`config.mk`:
```
export PLATFORM = sky130hd
export DESIGN_NAME = brf_mul
export DESIGN_NICKNAME = d
export VERILOG_FILES = /design/src/sv/brf_mul.sv
export SDC_FILE = /design/constraint.sdc
export NUM_CORES = 2
export LEC_CHECK = 0
export BUFFER_PORTS_ARGS = -buffer_cell sky130_fd_sc_hd__buf_2
export CAP_MARGIN = 20
export CORE_MARGIN = 2
export CORE_UTILIZATION = 50
export CTS_CLUSTER_DIAMETER = 50
export DETAILED_ROUTE_END_ITERATION = 6
export PLACE_DENSITY = 0.69
export SYNTH_ARGS = -nofsm -noshare
export SYNTH_HDL_FRONTEND = slang
export SYNTH_SLANG_ARGS = --single-unit
```
`constraint.sdc`:
```
create_clock -name aclk -period 9.1 [get_ports aclk]
set_input_delay 1.82 -clock aclk [delete_from_list [all_inputs] [get_ports aclk]]
set_output_delay 1.82 -clock aclk [all_outputs]
set_load 0.02 [all_outputs]
```
`src/sv/brf_mul.sv`:
```
`timescale 1ns / 1ps
// ----------------------------------------------------------------------------
// brf_mul
// Shared 32x32 signed multiplier with a registered full product.
// ----------------------------------------------------------------------------
module brf_mul (
    input  logic               aclk,
    input  logic               en,
    input  logic signed [31:0] op_x,
    input  logic signed [31:0] op_y,
    output logic signed [63:0] prod
);

    logic signed [63:0] prod_reg;

    // product register
    always_ff @(posedge aclk) begin
        if (en) begin
            prod_reg <= 64'(op_x) * 64'(op_y);
        end
    end

    assign prod = prod_reg;

endmodule

```
# [Word level (Yosys, flattened, before mapping)]
# Cells that the tools add are included.
[op_classes] n_mul=1
[ops] cell="32-bit by 32-bit multiplier with 64-bit output" count=1
[totals] reg_bits=64 inputBits=66 output_inout_bits=64 wordCells=2

# [Longest topological paths before layout]
[depth] word_depth=1 ltp_mapped=28 ltp_nobuf=27

# [Worst setup path after synthesis]
# No wires, ideal clock.
[synth_path] kind="input to register" from="in op_y[2]" to="reg prod_reg[62] (netlist: prod[62]) (data pin)" setup_ns=0.269 arrival_time_ns=8.948 t_required_ns=8.831 setup_slack_ns=-0.117 path_stages=24 path_buffers=1 cell_sequence="clkbuf_1 nand2_1 inv_1 fa_1 fa_1 fa_1 fa_1 inv_1 fa_1 inv_1 fa_1 inv_1 fa_1 inv_1 fa_1 ha_1 and3_1 nand2_1 or3_1 o22a_1 o211ai_1 a31oi_1 o31ai_1 xor2_1"
[synth_between] elab_chain_cells=1
[synth_lines] item="start: declaration" line="10" text="input logic signed [31:0] op_y,"
[synth_lines] item="32-bit by 32-bit multiplier with 64-bit output" line="19" text="prod_reg <= 64'(op_x) * 64'(op_y);"
[synth_lines] item="end signal: assignment" line="19"
[synth_lines] item="end: declaration" line="14" text="logic signed [63:0] prod_reg;"
# No other way between the ends.
# A chain may end at the register's enable or synchronous reset.

# [Worst setup path in the final report]
[layout_path] from="in op_x[22]" to="reg prod_reg[60] (netlist: prod[60]) (data pin)"
[layout_between] elab_chain_cells=1
[layout_lines] item="start: declaration" line="9" text="input logic signed [31:0] op_x,"
[layout_lines] item="32-bit by 32-bit multiplier with 64-bit output" line="19"
# No other way between the ends.

==> impl_metrics.ini <==
[status]
status = finished clean

[logic_synthesis]
muxShareOfSynthArea_pct = 0
synth_compound_area_share_pct = 3.41
avgSynthCellArea_sq_um = 9.75
synth_top_area_share_pct = 57.2
synth_top_cell_by_area = fa_1
synth_most_common_cell = fa_1
yosysUniqueCellTypes = 63
synth.area.top_cells = fa_1 (57%), inv_1 (9.4%), and2_1 (8.5%), ha_1 (6.1%), edfxtp_1 (5.1%)
synth_top_family_by_area = adder cells
yosysWarnings = 0
seq_area_frac_synth_pct = 5.07
mappedNetlistArea_sq_um = 37900
synth_nets = 5216
synthXorXnorAreaFrac_pct = 1.73
synth-simple-area-share_pct = 15.1
yosys.area_share.adder_pct = 63.3
synth.top_cells.by_count = fa_1 (1082), inv_1 (952), and2_1 (516), nand2_1 (511), clkbuf_1 (195)
synth_seq_cells = 64
postSynthCellCount = 3884
async_flop_share_pct = 0
synth_enable_flop_cells = 64
ys.flop_type = edfxtp_1

[sta]
period_minus_slack_ns = 8.86
worstMarginPinSlew_ns = 0.857
final-setup-viol-count = 0
rsz0062_at_grt = false
fmax_mhz = 113
final_hold_viol_count = 0
whs_ns = 2.17
slew_headroom_pct = 42.8
fin_crit_sh_pct = 97.4
maxSlewViolCount = 0

[final_layout]
final_cells = 5105
largest_reg_flops = 64
area_growth_pct = 10.8
drive_gt1_share_pct = 11.6
final_util_pct = 56.2
fin_area_sq_um = 42000
nets = 5462

[route]
ant_nets = 0
drt_drc_violations_left = 0
wl_per_cell_um = 19.0
vias_per_cell = 5.20
firstDrtPassIters = 5
dr_total_vias = 26600
dr.first_iter.drc_count = 1300
routed_wl_mm = 97.0

[grt]
track_usage_pct = 26.4
grt_pass1_wl_mm = 160
grt.overflow.total = 0
grt_max_degree = 65
grt_pass1_vias = 30400
antenna_found_initial = 5

[placed_design]
numPortBuffers = 129
dp.cells = 5085
place_congestion = 0.933
placed_area_sq_um = 41500
dp_hpwl_mm = 87.0

[clock_network]
ctsRootBufferMaster = clkbuf_16
clk_path_buf_depth = 2
cts_sinks = 64
cts.htree.levels = 3
clk_pin_slew_ns = 0.06
cts_tree = built
cts_buffers = 9

[min_path]
whs_path_depth = 3
hp-class = in2reg

[die]
initial_core_util_pct = 50.7
die_area_sq_um = 78000
rows = 100
pin_count = 130
core-area_sq_um = 74700
fp.dieW_um = 279
dieHeight_um = 279

[worst_setup_path]
cp_max_fo = 10
end_kind = flip-flop
crit_type = in2reg
cp.required_ns = 9.20
cp.arrival_ns = 8.97
start_kind = primary input

[job]
maxCapViolCount = 0
-- cell usage in the layout, fill, tap and decap left out, types with 4 or more instances in the layout --
cell type	count
fa_1	1080
inv_1	951
and2_1	516
nand2_1	510
buf_4	286
ha_1	183
buf_2	108
a21oi_1	68
edfxtp_1	64
xnor2_1	53
nor2_1	42
o21ai_0	26
a21o_1	23
xor2_1	22
buf_12	20
clkbuf_4	16
nand3_1	15
o21bai_1	15
a31oi_1	12
nand2b_1	9
clkbuf_16	9
nand4_1	7
and3_1	7
nor3_1	6
o31ai_1	6
a211oi_1	4
o21a_1	4
or3_1	4
buf_6	4
-- cell type report --
| cell class | count | area, sq um |
|---|---|---|
| Timing Repair Buffer | 435 | 3270 |
| Multi-Input combinational cell | 2668 | 31700 |
| Clock inverter | 7 | 95.1 |
| Antenna cell | 1 | 2.50 |
| Sequential cell | 64 | 1920 |
| Clock buffer | 9 | 225 |
| Tap cell | 969 | 1210 |
| Fill cell | 6603 | 32700 |
| Inverter | 952 | 3570 |
-- repair_timing --
item                       in CTS  in global routing
hold buffers                    0                  0
setup endpoints to repair       0                 12
gates resized for setup         0                 39
buffers inserted                0                  3
-- per-stage QoR --
step	worst slack (ns)	TNS [ns]
floorplan	0.0211	0
global placement	-0.148	-1.01
global route	0.000221	0
CTS	0.129	0
finish	0.236	0
detailed placement	-0.227	-1.53
-- worst paths after layout --
check	from	end
worst min-delay path	op_y[0]	prod[0]
worst max-delay path	op_x[22]	prod[60]
-- routing by layer --
layer / up-vias / global-route usage (%) / share of wire, %
met3: 240 / 2.93 / 4.1
met4: 8 / 9.17 / 4.1
li1: 11600 / - / -
met1: 14000 / 31.6 / 38
met2: 736 / 49.2 / 54
met5: - / 0 / 0.055
-- worst max-delay path, cell delays in order --
cell	delay (ns)
buf_2	0.25
buf_4	0.21
buf_4	0.22
nand2_1	0.09
fa_1	0.48
inv_1	0.05
fa_1	0.47
fa_1	0.50
fa_1	0.64
fa_1	0.47
fa_1	0.46
fa_1	0.50
inv_1	0.06
fa_1	0.50
inv_1	0.04
ha_1	0.28
and4_1	0.25
nand2_1	0.10
nor2_1	0.05
a2111oi_2	0.40
o22a_1	0.19
o211ai_1	0.17
a2111oi_1	0.39
o21bai_1	0.12
a21oi_1	0.18
xnor2_1	0.08
-- cells by family after synthesis --
group | after synthesis
adders and majority gates | 1266
buffers and inverters | 1152
and+or+nand+nor | 1134
AOI/OAI and AO/OA | 193
xor gates and xnor gates | 75
DFF | 64
Power is not shown: default switching activity piles up to over one toggle a cycle in this logic, so the estimate is an artifact.
