`config.mk`:
```
export PLATFORM = sky130hd
export DESIGN_NAME = brf_div
export DESIGN_NICKNAME = d
export VERILOG_FILES = /design/src/sv/brf_pkg.sv /design/src/sv/brf_div.sv
export SDC_FILE = /design/constraint.sdc
export NUM_CORES = 1
export LEC_CHECK = 0
export BUFFER_PORTS_ARGS = -buffer_cell sky130_fd_sc_hd__buf_4
export CAP_MARGIN = 10
export CORE_ASPECT_RATIO = 0.7
export CORE_MARGIN = 4
export CORE_UTILIZATION = 24
export DETAILED_ROUTE_END_ITERATION = 7
export SYNTH_ARGS = -nofsm -noshare
export SYNTH_HDL_FRONTEND = slang
export SYNTH_SLANG_ARGS = --single-unit
```
`constraint.sdc`:
```
create_clock -name aclk -period 7.2 [get_ports aclk]
set_clock_uncertainty 0.05 [all_clocks]
set_input_delay 1.08 -clock aclk [delete_from_list [all_inputs] [get_ports aclk]]
set_output_delay 1.08 -clock aclk [all_outputs]
set_load 0.02 [all_outputs]
```
`src/sv/brf_pkg.sv`:
```
`timescale 1ns / 1ps
// ----------------------------------------------------------------------------
// brf_pkg
// Shared types, codes and fixed-point helpers for the Brent root finder step.
// ----------------------------------------------------------------------------
package brf_pkg;

    // result status codes
    typedef enum logic [1:0] {
        ST_EVAL       = 2'd0,
        ST_ROOT       = 2'd1,
        ST_NO_BRACKET = 2'd2,
        ST_NO_SEARCH  = 2'd3
    } status_t;

    // configuration register indexes
    localparam logic CFG_TOLERANCE    = 1'b0;
    localparam logic CFG_ZERO_EPSILON = 1'b1;

    // input kind carried in tuser
    localparam logic FUNC_START = 1'b0;

    localparam logic signed [31:0] Q_MAX = 32'sh7FFF_FFFF;
    localparam logic signed [31:0] Q_MIN = 32'sh8000_0000;

    // divider request and response
    typedef struct packed {
        logic               start;
        logic signed [31:0] num;
        logic signed [32:0] den;
    } div_req_t;

    typedef struct packed {
        logic               done;
        logic signed [31:0] quot;
    } div_rsp_t;

    // saturate a 35-bit signed value to Q16.16
    function automatic logic signed [31:0] sat35(input logic signed [34:0] v);
        logic signed [31:0] r;
        if (v > 35'sh0_7FFF_FFFF) begin
            r = Q_MAX;
        end else if (v < -35'sh0_8000_0000) begin
            r = Q_MIN;
        end else begin
            r = v[31:0];
        end
        return r;
    endfunction

    // raw product to Q16.16, truncated toward zero and saturated
    function automatic logic signed [31:0] q16_sat(input logic signed [63:0] p);
        logic signed [63:0] t;
        logic signed [31:0] r;
        t = p[63] ? ((p + 64'sd65535) >>> 16) : (p >>> 16);
        if (t > 64'sh7FFF_FFFF) begin
            r = Q_MAX;
        end else if (t < -64'sh8000_0000) begin
            r = Q_MIN;
        end else begin
            r = t[31:0];
        end
        return r;
    endfunction

    // magnitude of a 33-bit signed difference
    function automatic logic [32:0] mag33(input logic signed [32:0] v);
        return v[32] ? 33'(-v) : 33'(v);
    endfunction

endpackage

```
`src/sv/brf_div.sv`:
```
`timescale 1ns / 1ps
// ----------------------------------------------------------------------------
// brf_div
// Restoring radix-2 divider for Q16.16 quotients (num * 2^16) / den,
// truncated toward zero, saturating, one quotient bit per cycle.
// ----------------------------------------------------------------------------
module brf_div (
    input  logic              aclk,
    input  logic              aresetn,
    input  brf_pkg::div_req_t req,
    output brf_pkg::div_rsp_t rsp
);

    localparam int DivSteps = 48;
    localparam int CntW     = $clog2(DivSteps);

    logic              busy_reg;
    logic [CntW-1:0]   cnt_reg;
    logic [32:0]       rem_reg;
    logic [47:0]       dvd_reg;
    logic [47:0]       quo_reg;
    logic [32:0]       dmag_reg;
    logic              neg_reg;
    logic              done_reg;
    logic signed [31:0] quot_reg;

    logic [33:0] rem_sh;
    logic        ge;
    logic [33:0] rem_sub;
    logic [47:0] quo_new;
    logic [31:0] nmag;
    logic signed [31:0] fin;

    // one restoring step
    always_comb begin
        rem_sh  = {rem_reg, dvd_reg[47]};
        ge      = rem_sh >= {1'b0, dmag_reg};
        rem_sub = ge ? (rem_sh - {1'b0, dmag_reg}) : rem_sh;
        quo_new = {quo_reg[46:0], ge};
        nmag    = req.num[31] ? 32'(-req.num) : 32'(req.num);
        if (neg_reg) begin
            fin = (quo_new > 48'h0000_8000_0000) ? brf_pkg::Q_MIN : (~quo_new[31:0] + 32'd1);
        end else begin
            fin = (quo_new > 48'h0000_7FFF_FFFF) ? brf_pkg::Q_MAX : quo_new[31:0];
        end
    end

    // sequencer and datapath registers
    always_ff @(posedge aclk) begin
        if (!aresetn) begin
            busy_reg <= 1'b0;
            done_reg <= 1'b0;
            cnt_reg  <= '0;
        end else begin
            done_reg <= 1'b0;
            if (req.start) begin
                if (req.den == 33'sd0) begin
                    done_reg <= 1'b1;
                    if (req.num > 32'sd0) begin
                        quot_reg <= brf_pkg::Q_MAX;
                    end else if (req.num < 32'sd0) begin
                        quot_reg <= brf_pkg::Q_MIN;
                    end else begin
                        quot_reg <= '0;
                    end
                end else begin
                    busy_reg <= 1'b1;
                    cnt_reg  <= '0;
                    rem_reg  <= '0;
                    quo_reg  <= '0;
                    dvd_reg  <= {nmag, 16'd0};
                    dmag_reg <= brf_pkg::mag33(req.den);
                    neg_reg  <= req.num[31] ^ req.den[32];
                end
            end else if (busy_reg) begin
                rem_reg <= rem_sub[32:0];
                dvd_reg <= {dvd_reg[46:0], 1'b0};
                quo_reg <= quo_new;
                cnt_reg <= cnt_reg + 1'b1;
                if (cnt_reg == CntW'(DivSteps - 1)) begin
                    busy_reg <= 1'b0;
                    done_reg <= 1'b1;
                    quot_reg <= fin;
                end
            end
        end
    end

    assign rsp.done = done_reg;
    assign rsp.quot = quot_reg;

endmodule

```
# Yosys cells after proc, flatten, opt, wreduce, memory -nomap -nowiden
# Cells that the tools add are included.
op_classes:
  add_sub_neg: 5
  order_cmp: 5
  eq_ne: 3
  n_mux: 32
  bitwise: 3
  n_reduce_logical: 7
op_table:
  columns: ["op", "n"]
  rows:
  - ["32-bit 2-to-1 mux", 11]
  - ["48-bit 2-to-1 mux", 3]
  - ["47-bit 2-to-1 mux", 3]
  - ["33-bit 2-to-1 mux", 4]
  - ["48-bit by 31-bit greater-than comparator with 1-bit output (second input constant)", 1]
  - ["48-bit by 32-bit greater-than comparator with 1-bit output (second input constant)", 1]
  - ["34-bit by 33-bit >= comparator with 1-bit output", 1]
  - ["33-bit logical NOT", 1]
  - ["33-bit negator", 1]
  - ["33-bit subtractor", 1]
  - ["32-bit by 1-bit adder with 32-bit output (second input constant)", 1]
  - ["32-bit by 1-bit greater-than comparator with 1-bit output (second input constant)", 1]
  - ["32-bit by 1-bit < comparator with 1-bit output (second input constant)", 1]
  - ["32-bit negator", 1]
  - ["32-bit inverter", 1]
  - ["6-bit 2-to-1 mux", 3]
  - ["1-bit 2-to-1 mux", 8]
  - ["6-bit by 1-bit adder with 6-bit output (second input constant)", 1]
  - ["6-bit == test (second input constant)", 1]
  - ["3-bit AND reduction", 2]
  - ["4-bit AND reduction", 1]
  - ["2-bit nonzero test", 2]
  - ["2-bit by 1-bit inequality test with 1-bit output (second input constant)", 1]
  - ["2-bit inequality test (second input constant)", 1]
  - ["other kinds (3)", 3]
word_totals:
  reg_bits: 202
  input_bits: 68
  out_inout_bits: 33
  word_cells: 65

# Logic depth before layout (Yosys ltp)
# Gate-level depths: netlist (run 1).
depth:
  ltp_word: 8
  mapped_depth: 23
  mapped_depth_nobuf: 19

# Worst setup path after synthesis (run 1)
# Ideal clock, no wire load.
synth_path:
  path_type: "in2reg"
  start: "input port req[10] (netlist bit)"
  end: "register quot_reg[0] (enable)"
  setup_time_ns: 0.471
  t_arrival_ns: 5.123
  t_required_ns: 6.679
  setup_slack_ns: 1.556
  cell_stages: 8
  n_path_buf: 0
  path_cell_list: "or4_4 -> or3_4 -> nor4_1 -> nand3_1 -> nor3_1 -> ha_1 -> nand2_1 -> a21boi_0"
synth_between:
  elab_chain_len: 3
synth_lines:
  columns: ["element", "line_no", "text"]
  rows:
  - ["start: declaration", "brf_div.sv:10", "input brf_pkg::div_req_t req,"]
  - ["33-bit logical NOT", "brf_div.sv:57", "if (req.den == 33'sd0) begin"]
  - ["2-bit by 1-bit inequality test with 1-bit output (no source line)", null, null]
  - ["4-bit AND reduction (no source line)", null, null]
  - ["end signal: assignment", "brf_div.sv:60", "quot_reg <= brf_pkg::Q_MAX;"]
  - ["end signal: assignment", "brf_div.sv:62", "quot_reg <= brf_pkg::Q_MIN;"]
  - ["end signal: assignment", "brf_div.sv:83", "quot_reg <= fin;"]
  - ["end: declaration", "brf_div.sv:25", "logic signed [31:0] quot_reg;"]
# Every way passes these cells.
# A chain may end at the register's enable or synchronous reset.

# Worst setup path in the final report (run 1)
layout_path:
  start: "register rem_reg[6]"
  end: "register quot_reg[9] (data pin)"
layout_between:
  elab_chain_len: 8
  word_cells_on_any_way: 11
  classes_between: "add/sub: 1; order compare: 3; mux: 6; bitwise: 1"
layout_lines:
  columns: ["element", "line_no", "text"]
  rows:
  - ["start: declaration", "brf_div.sv:19", "logic [32:0] rem_reg;"]
  - ["start signal: assignment", "brf_div.sv:76", "rem_reg <= rem_sub[32:0];"]
  - ["34-bit by 33-bit >= comparator with 1-bit output *", "brf_div.sv:37", "ge = rem_sh >= {1'b0, dmag_reg};"]
  - ["32-bit inverter", "brf_div.sv:42", "fin = (quo_new > 48'h0000_8000_0000) ? brf_pkg::Q_MIN : (~quo_new[31:0] + 32'd1);"]
  - ["32-bit by 1-bit adder with 32-bit output", "brf_div.sv:42", null]
  - ["32-bit 2-to-1 mux", "brf_div.sv:42", null]
  - ["32-bit 2-to-1 mux *", "brf_div.sv:41", "if (neg_reg) begin"]
  - ["32-bit 2-to-1 mux *", "brf_div.sv:80", "if (cnt_reg == CntW'(DivSteps - 1)) begin"]
  - ["32-bit 2-to-1 mux *", "brf_div.sv:75", "end else if (busy_reg) begin"]
  - ["32-bit 2-to-1 mux *", "brf_div.sv:56", "if (req.start) begin"]
# Mark *: on every way between the ends. The rest lies on a longest branch, timed or not. The select of a mux whose other input is x is not followed.

==> results of run 1 <==
-- through the flow --
step           worst slack [ps]  hold WS (ps)  util, %
3_5_place_dp               1830           464     27.4
6_report                   1740           472     28.7
2_1_floorplan              1560           429        -
3_3_place_gp               2100           450     27.4
5_1_grt                    1360           510     28.7
4_1_cts                    1800           479     28.7
-- worst register-to-register path: stages (launching register included) --
cell and delay, ps:
edfxtp_1 410, ha_1 390, and3_1 230, and2_1 190
o31ai_1 410, o21a_1 290, a31oi_1 140, buf_4 210
or2_2 300, inv_1 80, ha_1 210, or3b_2 490
nor2_1 190, and3_1 290, a21boi_0 140, nor3_1 670
o21ai_0 190, o311ai_0 370
-- synth_stat cells (all sizes together) (9+ instances only) --
master / number / area (um^2)
nand2: 109 / 409
a21o: 12 / 90.1
nor4: 14 / 87.6
a21oi: 97 / 485
o41ai: 9 / 78.8
or4: 17 / 139
xor2: 45 / 394
nand3: 24 / 120
a211oi: 17 / 128
clkbuf: 38 / 143
inv: 61 / 229
buf: 12 / 51.3
ha: 38 / 475
and3: 10 / 62.6
edfxtp: 178 / 5350
nand4: 11 / 68.8
o31ai: 29 / 233
xnor2: 48 / 420
o21ai: 73 / 369
nor3: 20 / 100
nor2: 100 / 375
or3: 22 / 148
nor2b: 45 / 282
o211ai: 9 / 67.6
-- power groups by stage --
stage,Clock [W],Sequential (W),Combinational [W]
floorplan,0,0.00133,0.000438
global placement,0,0.00134,0.000593
detailed placement,0,0.00134,0.000602
CTS,0.000997,0.00132,0.000607
global route,0.00104,0.00133,0.000685
finish,0.000965,0.00132,0.000609
-- layer usage --
layer | track usage [%] | routed length (um) | up-vias
met1 | 18.4 | 15700 | 4325
met3 | 2.91 | 1970 | 22
met5 | 0 | 34 | -
met2 | 16.6 | 12500 | 252
met4 | 2.30 | 233 | 4
li1 | - | - | 4409
-- worst paths after layout --
kind            endpoint  slack [ps]
max          quot_reg[9]        1740
min           cnt_reg[5]         470
max reg2reg  quot_reg[9]        1740
min reg2reg   cnt_reg[5]         470
-- cell families after synthesis --
family                   after synthesis
AO/OA/AOI/OAI                        304
XOR/XNOR                              93
adder cells (fa/ha/maj)               39
buffers and inverters                111
flip-flops                           186
multiplexers                           8
AND/OR/NAND/NOR                      410
-- area by class of cell --
| class | count | area, um^2 | share of cell area, % |
|---|---|---|---|
| Antenna cell | 1 | 2.50 | 0.0188 |
| Clock buffer | 17 | 425 | 3.19 |
| Inverter | 61 | 229 | 1.72 |
| Tap cell | 612 | 766 | 5.74 |
| Sequential cell | 186 | 5510 | 41.3 |
| Multi-Input combinational cell | 854 | 5400 | 40.5 |
| Timing Repair Buffer | 109 | 818 | 6.14 |
| Clock inverter | 15 | 180 | 1.35 |
==> flow_summary_export.csv, run 1 <==
group,metric,value,unit
outcome,outcome,"finished clean",
finish,largest_register_ffs,47,
clocking,post_cts_resized,0,
global_route,antenna_found_initial,2,
clocking,cts_made_buffers,17,
clocking,cts_tree,"built",
worst_hold_path,min_path_type,"flop to flop",
setup_path,slowest_stage,"nor3_1",
clocking,ctsHoldBuffers,0,
timing,rsz0062_at_grt,"no",
logic_synthesis,synth_area,0.0113,mm^2
clocking,clock-sinks,186,
global_route,grt_pass1_vias,8317,
logic_synthesis,ys_warn_count,0,
clocking,clockRootBuffer,"clkbuf_16",
global_route,grt_pass1_wl,47700,um
finish,final_common_cell,"edfxtp_1",
placement,portBuffers,100,
logic_synthesis,netlist_instances,1151,
pwr,pwr_density_cell,217,mW/mm^2
timing,finalSetupViolCount,0,
floorplan,core-area,0.0465,mm^2
timing,period_minus_slack,5460,ps
setup_path,cp_num_buf_inv,2,
finish,layout.nets,1336,
pwr,total_power,0.00289,W
setup_path,worstReg2RegStart,"rem_reg[6]",
setup_path,worstPathCellList,"ha_1 > and3_1 > and2_1 > o31ai_1 > o21a_1 > a31oi_1 > buf_4 > or2_2 > inv_1 > ha_1 > or3b_2 > nor2_1 > and3_1 > a21boi_0 > nor3_1 > o21ai_0 > o311ai_0",
routing,vias,9012,
pwr,internal_power,0.00202,W
routing,dr.pass1.iters,5,
clocking,cts_buffer_depth,2,
floorplan,die_height,190,um
timing,tightest_slew,1130,ps
logic_synthesis,synth_fp_nets,1258,
finish,layout_common_cells,"178 x edfxtp_1, 109 x nand2_1, 109 x buf_4, 100 x nor2_1, 97 x a21oi_1",
timing,fin_crit_sh,75.8,%
clocking,insertion_delay,450,ps
logic_synthesis,ys_seq_area_share,48.6,%
routing,via_per_inst,4.86,
finish,syn_to_final_growth,17.8,%
setup_path,ff2ff_path_depth,17,
routing,wire_per_inst,16.4,um
setup_path,arrival,5640,ps
placement,placed_cells,1822,
timing,slew_headroom,24.2,%
timing,finalHoldViolCount,0,
pwr,vdd_drop_max,0.180,mV
logic_synthesis,ys_types,69,
global_route,grt_max_degree,84,
finish,drive_gt1_share,13.2,%
pwr,power.share.clock,33.4,%
placement,gp_congestion,0.827,
setup_path,startpoint,"rem_reg[6]",
logic_synthesis,synth_top_family_by_area,"simple AND/OR/NAND/NOR gates",
routing,ant_nets,0,
worst_hold_path,worstHoldPathCells,2,
logic_synthesis,ys_ff_latch,186,
global_route,grt-ovfl-total,0,
logic_synthesis,ys_async_sr_fraction,0,%
floorplan,dieArea,0.0507,mm^2
setup_path,critPathCaptureType,"flop",
timing,max_freq,183,MHz
clocking,htree_levels,4,
pwr,p_leak,4.87,nW
setup_path,required,7380,ps
finish,fin_cells,1855,
floorplan,row_count,66,
job,max_cap_viol_count,0,
setup_path,path_max_fanout,15,
routing,drc,0,
pwr,p_sw,0.000874,W
logic_synthesis,synth-edff-count,178,
logic_synthesis,synth_compound_area_share,17.1,%
finish,final_area,0.0133,mm^2
finish,fill_cells,4826,
clocking,cts_setup_buffers,0,
routing,routed_wl,30400,um
placement,placed_cell_area,0.0127,mm^2
logic_synthesis,synth_ff_type,"edfxtp_1",
logic_synthesis,synth_xor_area_share,7.20,%
setup_path,start_kind,"flop",
pwr,swShare,30.2,%
floorplan,die-width,268,um
logic_synthesis,synthAdderAreaFrac,4.38,%
timing,maxSlewViolCount,0,
worst_hold_path,hp-start,"cnt_reg[5]",
routing,drt_iter0_drc,924,
setup_path,crit_family,"simple AND/OR/NAND/NOR gates",
clocking,clk_pin_slew,70,ps
global_route,grt_use_total,11.9,%
pwr,power_frac_comb,21.1,%
floorplan,start_util,24.3,%
logic_synthesis,synthMuxAreaShare,0.730,%
placement,hpwlAfterDp,21800,um
floorplan,pin_count,101,
setup_path,cp_num_cells,17,
setup_path,cpPeakStageDelay,670,ps
logic_synthesis,synth-simple-area-share,18.2,%
timing,fin_setup_tns,0,ps
logic_synthesis,syn_avg_cell_area,9.83,um^2
setup_path,crit_type,"flop to flop",
pwr,seqPwrFrac,45.6,%
No activity file was read; power rests on OpenSTA's default activity.
==> run 2: changes to the inputs <==
ABC_AREA = 1   (was default)
clock period = 4.8 ns   (was 7.2 ns; I/O delays follow)
==> flow_summary_export.csv, run 2 <==
group,metric,value,unit
logic_synthesis,synth-edff-count,178,
timing,period_minus_slack,4020,ps
clocking,cts_buffer_depth,2,
logic_synthesis,ys_types,51,
global_route,grtUsageMet2,18.0,%
clocking,cts_tree,"built",
setup_path,start_kind,"flop",
outcome,outcome,"finished clean",
logic_synthesis,synth_xor_area_share,6.40,%
global_route,use_met1,18.2,%
global_route,grt_pass1_vias,9725,
clocking,insertion_delay,450,ps
setup_path,required,4940,ps
finish,num_antenna_cells,0,
routing,wire_per_inst,14.8,um
logic_synthesis,yosysTopAreaCell,"edfxtp_1",
routing,ant_nets,0,
setup_path,arrival,4160,ps
placement,gp_congestion,0.937,
pwr,seqPwrFrac,46.8,%
timing,hold_ws,443,ps
routing,dr.pass1.iters,5,
setup_path,critPathCaptureType,"flop",
pwr,vdd_drop_max,0.233,mV
finish,fin_cells,2215,
timing,finalHoldViolCount,0,
finish,syn_to_final_growth,17.0,%
timing,fin_crit_sh,83.7,%
logic_synthesis,ys_seq_area_share,46.2,%
logic_synthesis,ys_async_sr_fraction,0,%
timing,maxSlewViolCount,0,
clocking,ctsHoldBuffers,0,
logic_synthesis,synth_commonest_cells,"295 x nand2_1, 196 x nor2_1, 191 x inv_1, 178 x edfxtp_1, 118 x o21ai_0",
routing,via_per_inst,4.54,
timing,worst_slack,781,ps
global_route,grt-ovfl-total,0,
logic_synthesis,synth_compound_area_share,11.7,%
logic_synthesis,synth_area,0.0119,mm^2
finish,largest_register_ffs,47,
finish,drive_gt1_share,11.4,%
timing,rsz0062_at_grt,"no",
timing,fin_setup_tns,0,ps
global_route,grt_util_met3,2.53,%
pwr,p_sw,0.00125,W
placement,hpwlAfterDp,24600,um
logic_synthesis,synthAdderAreaFrac,4.16,%
floorplan,die_height,194,um
floorplan,core-area,0.0492,mm^2
routing,drc,0,
job,max_cap_viol_count,0,
pwr,p_leak,5.78,nW
logic_synthesis,synthMuxAreaShare,0,%
placement,portBuffers,100,
clocking,clk_pin_slew,70,ps
finish,layout_common_cells,"295 x nand2_1, 194 x nor2_1, 190 x inv_1, 178 x edfxtp_1, 118 x o21ai_0",
clocking,cts_made_buffers,17,
logic_synthesis,synth_top_family_by_area,"simple AND/OR/NAND/NOR gates",
clocking,htree_levels,4,
pwr,pwr_density_cell,300,mW/mm^2
finish,layout.nets,1646,
routing,drt_iter0_drc,891,
setup_path,path_max_fanout,6,
global_route,grt_max_degree,86,
floorplan,die-width,274,um
logic_synthesis,ys_warn_count,0,
floorplan,dieArea,0.0533,mm^2
global_route,grt_pass1_wl,52600,um
logic_synthesis,yosysMostFrequentCell,"nand2_1",
floorplan,start_util,24.2,%
placement,preCtsSetupSlack,788,ps
logic_synthesis,yosysTopAreaCellShare,44.9,%
routing,routed_wl,32800,um
logic_synthesis,synthTopCellsByArea,"edfxtp_1 45%, nand2_1 9.3%, nor2_1 6.2%",
logic_synthesis,ys_ff_latch,186,
pwr,internal_power,0.00293,W
clocking,clockRootBuffer,"clkbuf_16",
timing,finalSetupViolCount,0,
pwr,power_frac_comb,20.7,%
logic_synthesis,netlist_instances,1456,
pwr,swShare,29.9,%
timing,tightest_slew,864,ps
clocking,clock-sinks,186,
floorplan,row_count,68,
logic_synthesis,synth_ff_type,"edfxtp_1",
logic_synthesis,synth_fp_nets,1563,
placement,placed_cells,2185,
timing,slew_headroom,42.3,%
worst_hold_path,min_path_type,"flop to flop",
floorplan,pin_count,101,
clocking,post_cts_resized,0,
global_route,grt_use_total,12.3,%
timing,max_freq,249,MHz
finish,final_common_cell,"nand2_1",
clocking,cts_setup_buffers,0,
pwr,power.share.clock,32.5,%
global_route,antenna_found_initial,0,
setup_path,crit_type,"flop to flop",
logic_synthesis,syn_avg_cell_area,8.18,um^2
logic_synthesis,synth-simple-area-share,23.7,%
routing,vias,10057,
global_route,busiest_layer,"met1",
[run 2: cell count changes in the layout (fill, tap and decap cells not counted), sizes merged, moves of 11 or more]
| cell | delta |
|---|---|
| nand4 | +13 |
| inv | +130 |
| a21oi | -22 |
| a211oi | -11 |
| o21ai | +55 |
| or4 | -17 |
| nor2b | -45 |
| or3 | -22 |
| nand2 | +191 |
| nand3 | +47 |
| nor2 | +102 |
| xnor2 | -16 |
| o31ai | -23 |
[run 2: power groups by stage]
stage,clock network [W],logic [W],registers (W)
2_1_floorplan,0,0.000615,0.00197
3_3_place_gp,0,0.000851,0.00199
3_5_place_dp,0,0.000859,0.00199
4_1_cts,0.00140,0.000864,0.00195
5_1_grt,0.00146,0.000980,0.00196
6_report,0.00136,0.000865,0.00195
[run 2: cells by family (layout without fill, tap and decap cells)]
| logic type | Yosys count | count (layout) |
|---|---|---|
| AO/OA/AOI/OAI | 251 | 251 |
| AND/OR/NAND/NOR | 654 | 654 |
| XOR/XNOR | 87 | 87 |
| flip-flops | 186 | 186 |
| buffers and inverters | 239 | 333 |
| adder cells (fa/ha/maj) | 39 | 39 |
[run 2: final timing paths]
check             start            to  slack (ps)  cells past startpoint
max          rem_reg[8]  quot_reg[28]         780                     21
min          cnt_reg[1]    cnt_reg[1]         440                      2
max reg2reg  rem_reg[8]  quot_reg[28]         780                     21
min reg2reg  cnt_reg[1]    cnt_reg[1]         440                      2
[run 2: routing by layer]
metal / wire, um / vias to the layer above
met5: 0 / -
met4: 624 / 0
met3: 1950 / 38
met2: 13700 / 285
met1: 16500 / 4718
li1: - / 5016
[run 2: area by class of cell]
type                    instances  area, um^2
clock buffers                  19         433
clock inverters                11         111
fillers                      5331       35200
inverters                     193         724
multi-input cells            1031        5500
flip-flops and latches        186        5510
well taps                     665         832
repair buffers                110         838
[run 2: metrics by stage]
step / util, % / total power (W) / area [um^2]
final: 28.3 / 0.00418 / 13900
after global routing: 28.3 / 0.00441 / 13900
after CTS: 28.3 / 0.00422 / 13900
after detailed placement: 27.2 / 0.00285 / 13400
after global placement: 27.2 / 0.00284 / 13400
after floorplan: - / 0.00259 / 11900
[run 2: worst max-delay path, cell delays in order (launching register included)]
cell and delay (ps):
edfxtp_1 400, ha_1 370, nand2_1 140, inv_1 50
a21oi_1 170, nand3_2 170, nand2_1 110, nand2_2 130
nand2_4 130, nand2_4 50, inv_1 180, ha_1 210
nand3_1 190, nor2_1 260, nand2_1 130, nor3_1 270
nand3_1 170, nor2_1 140, xor2_1 180, o21ai_0 120
nand2_1 100, nand2_1 60
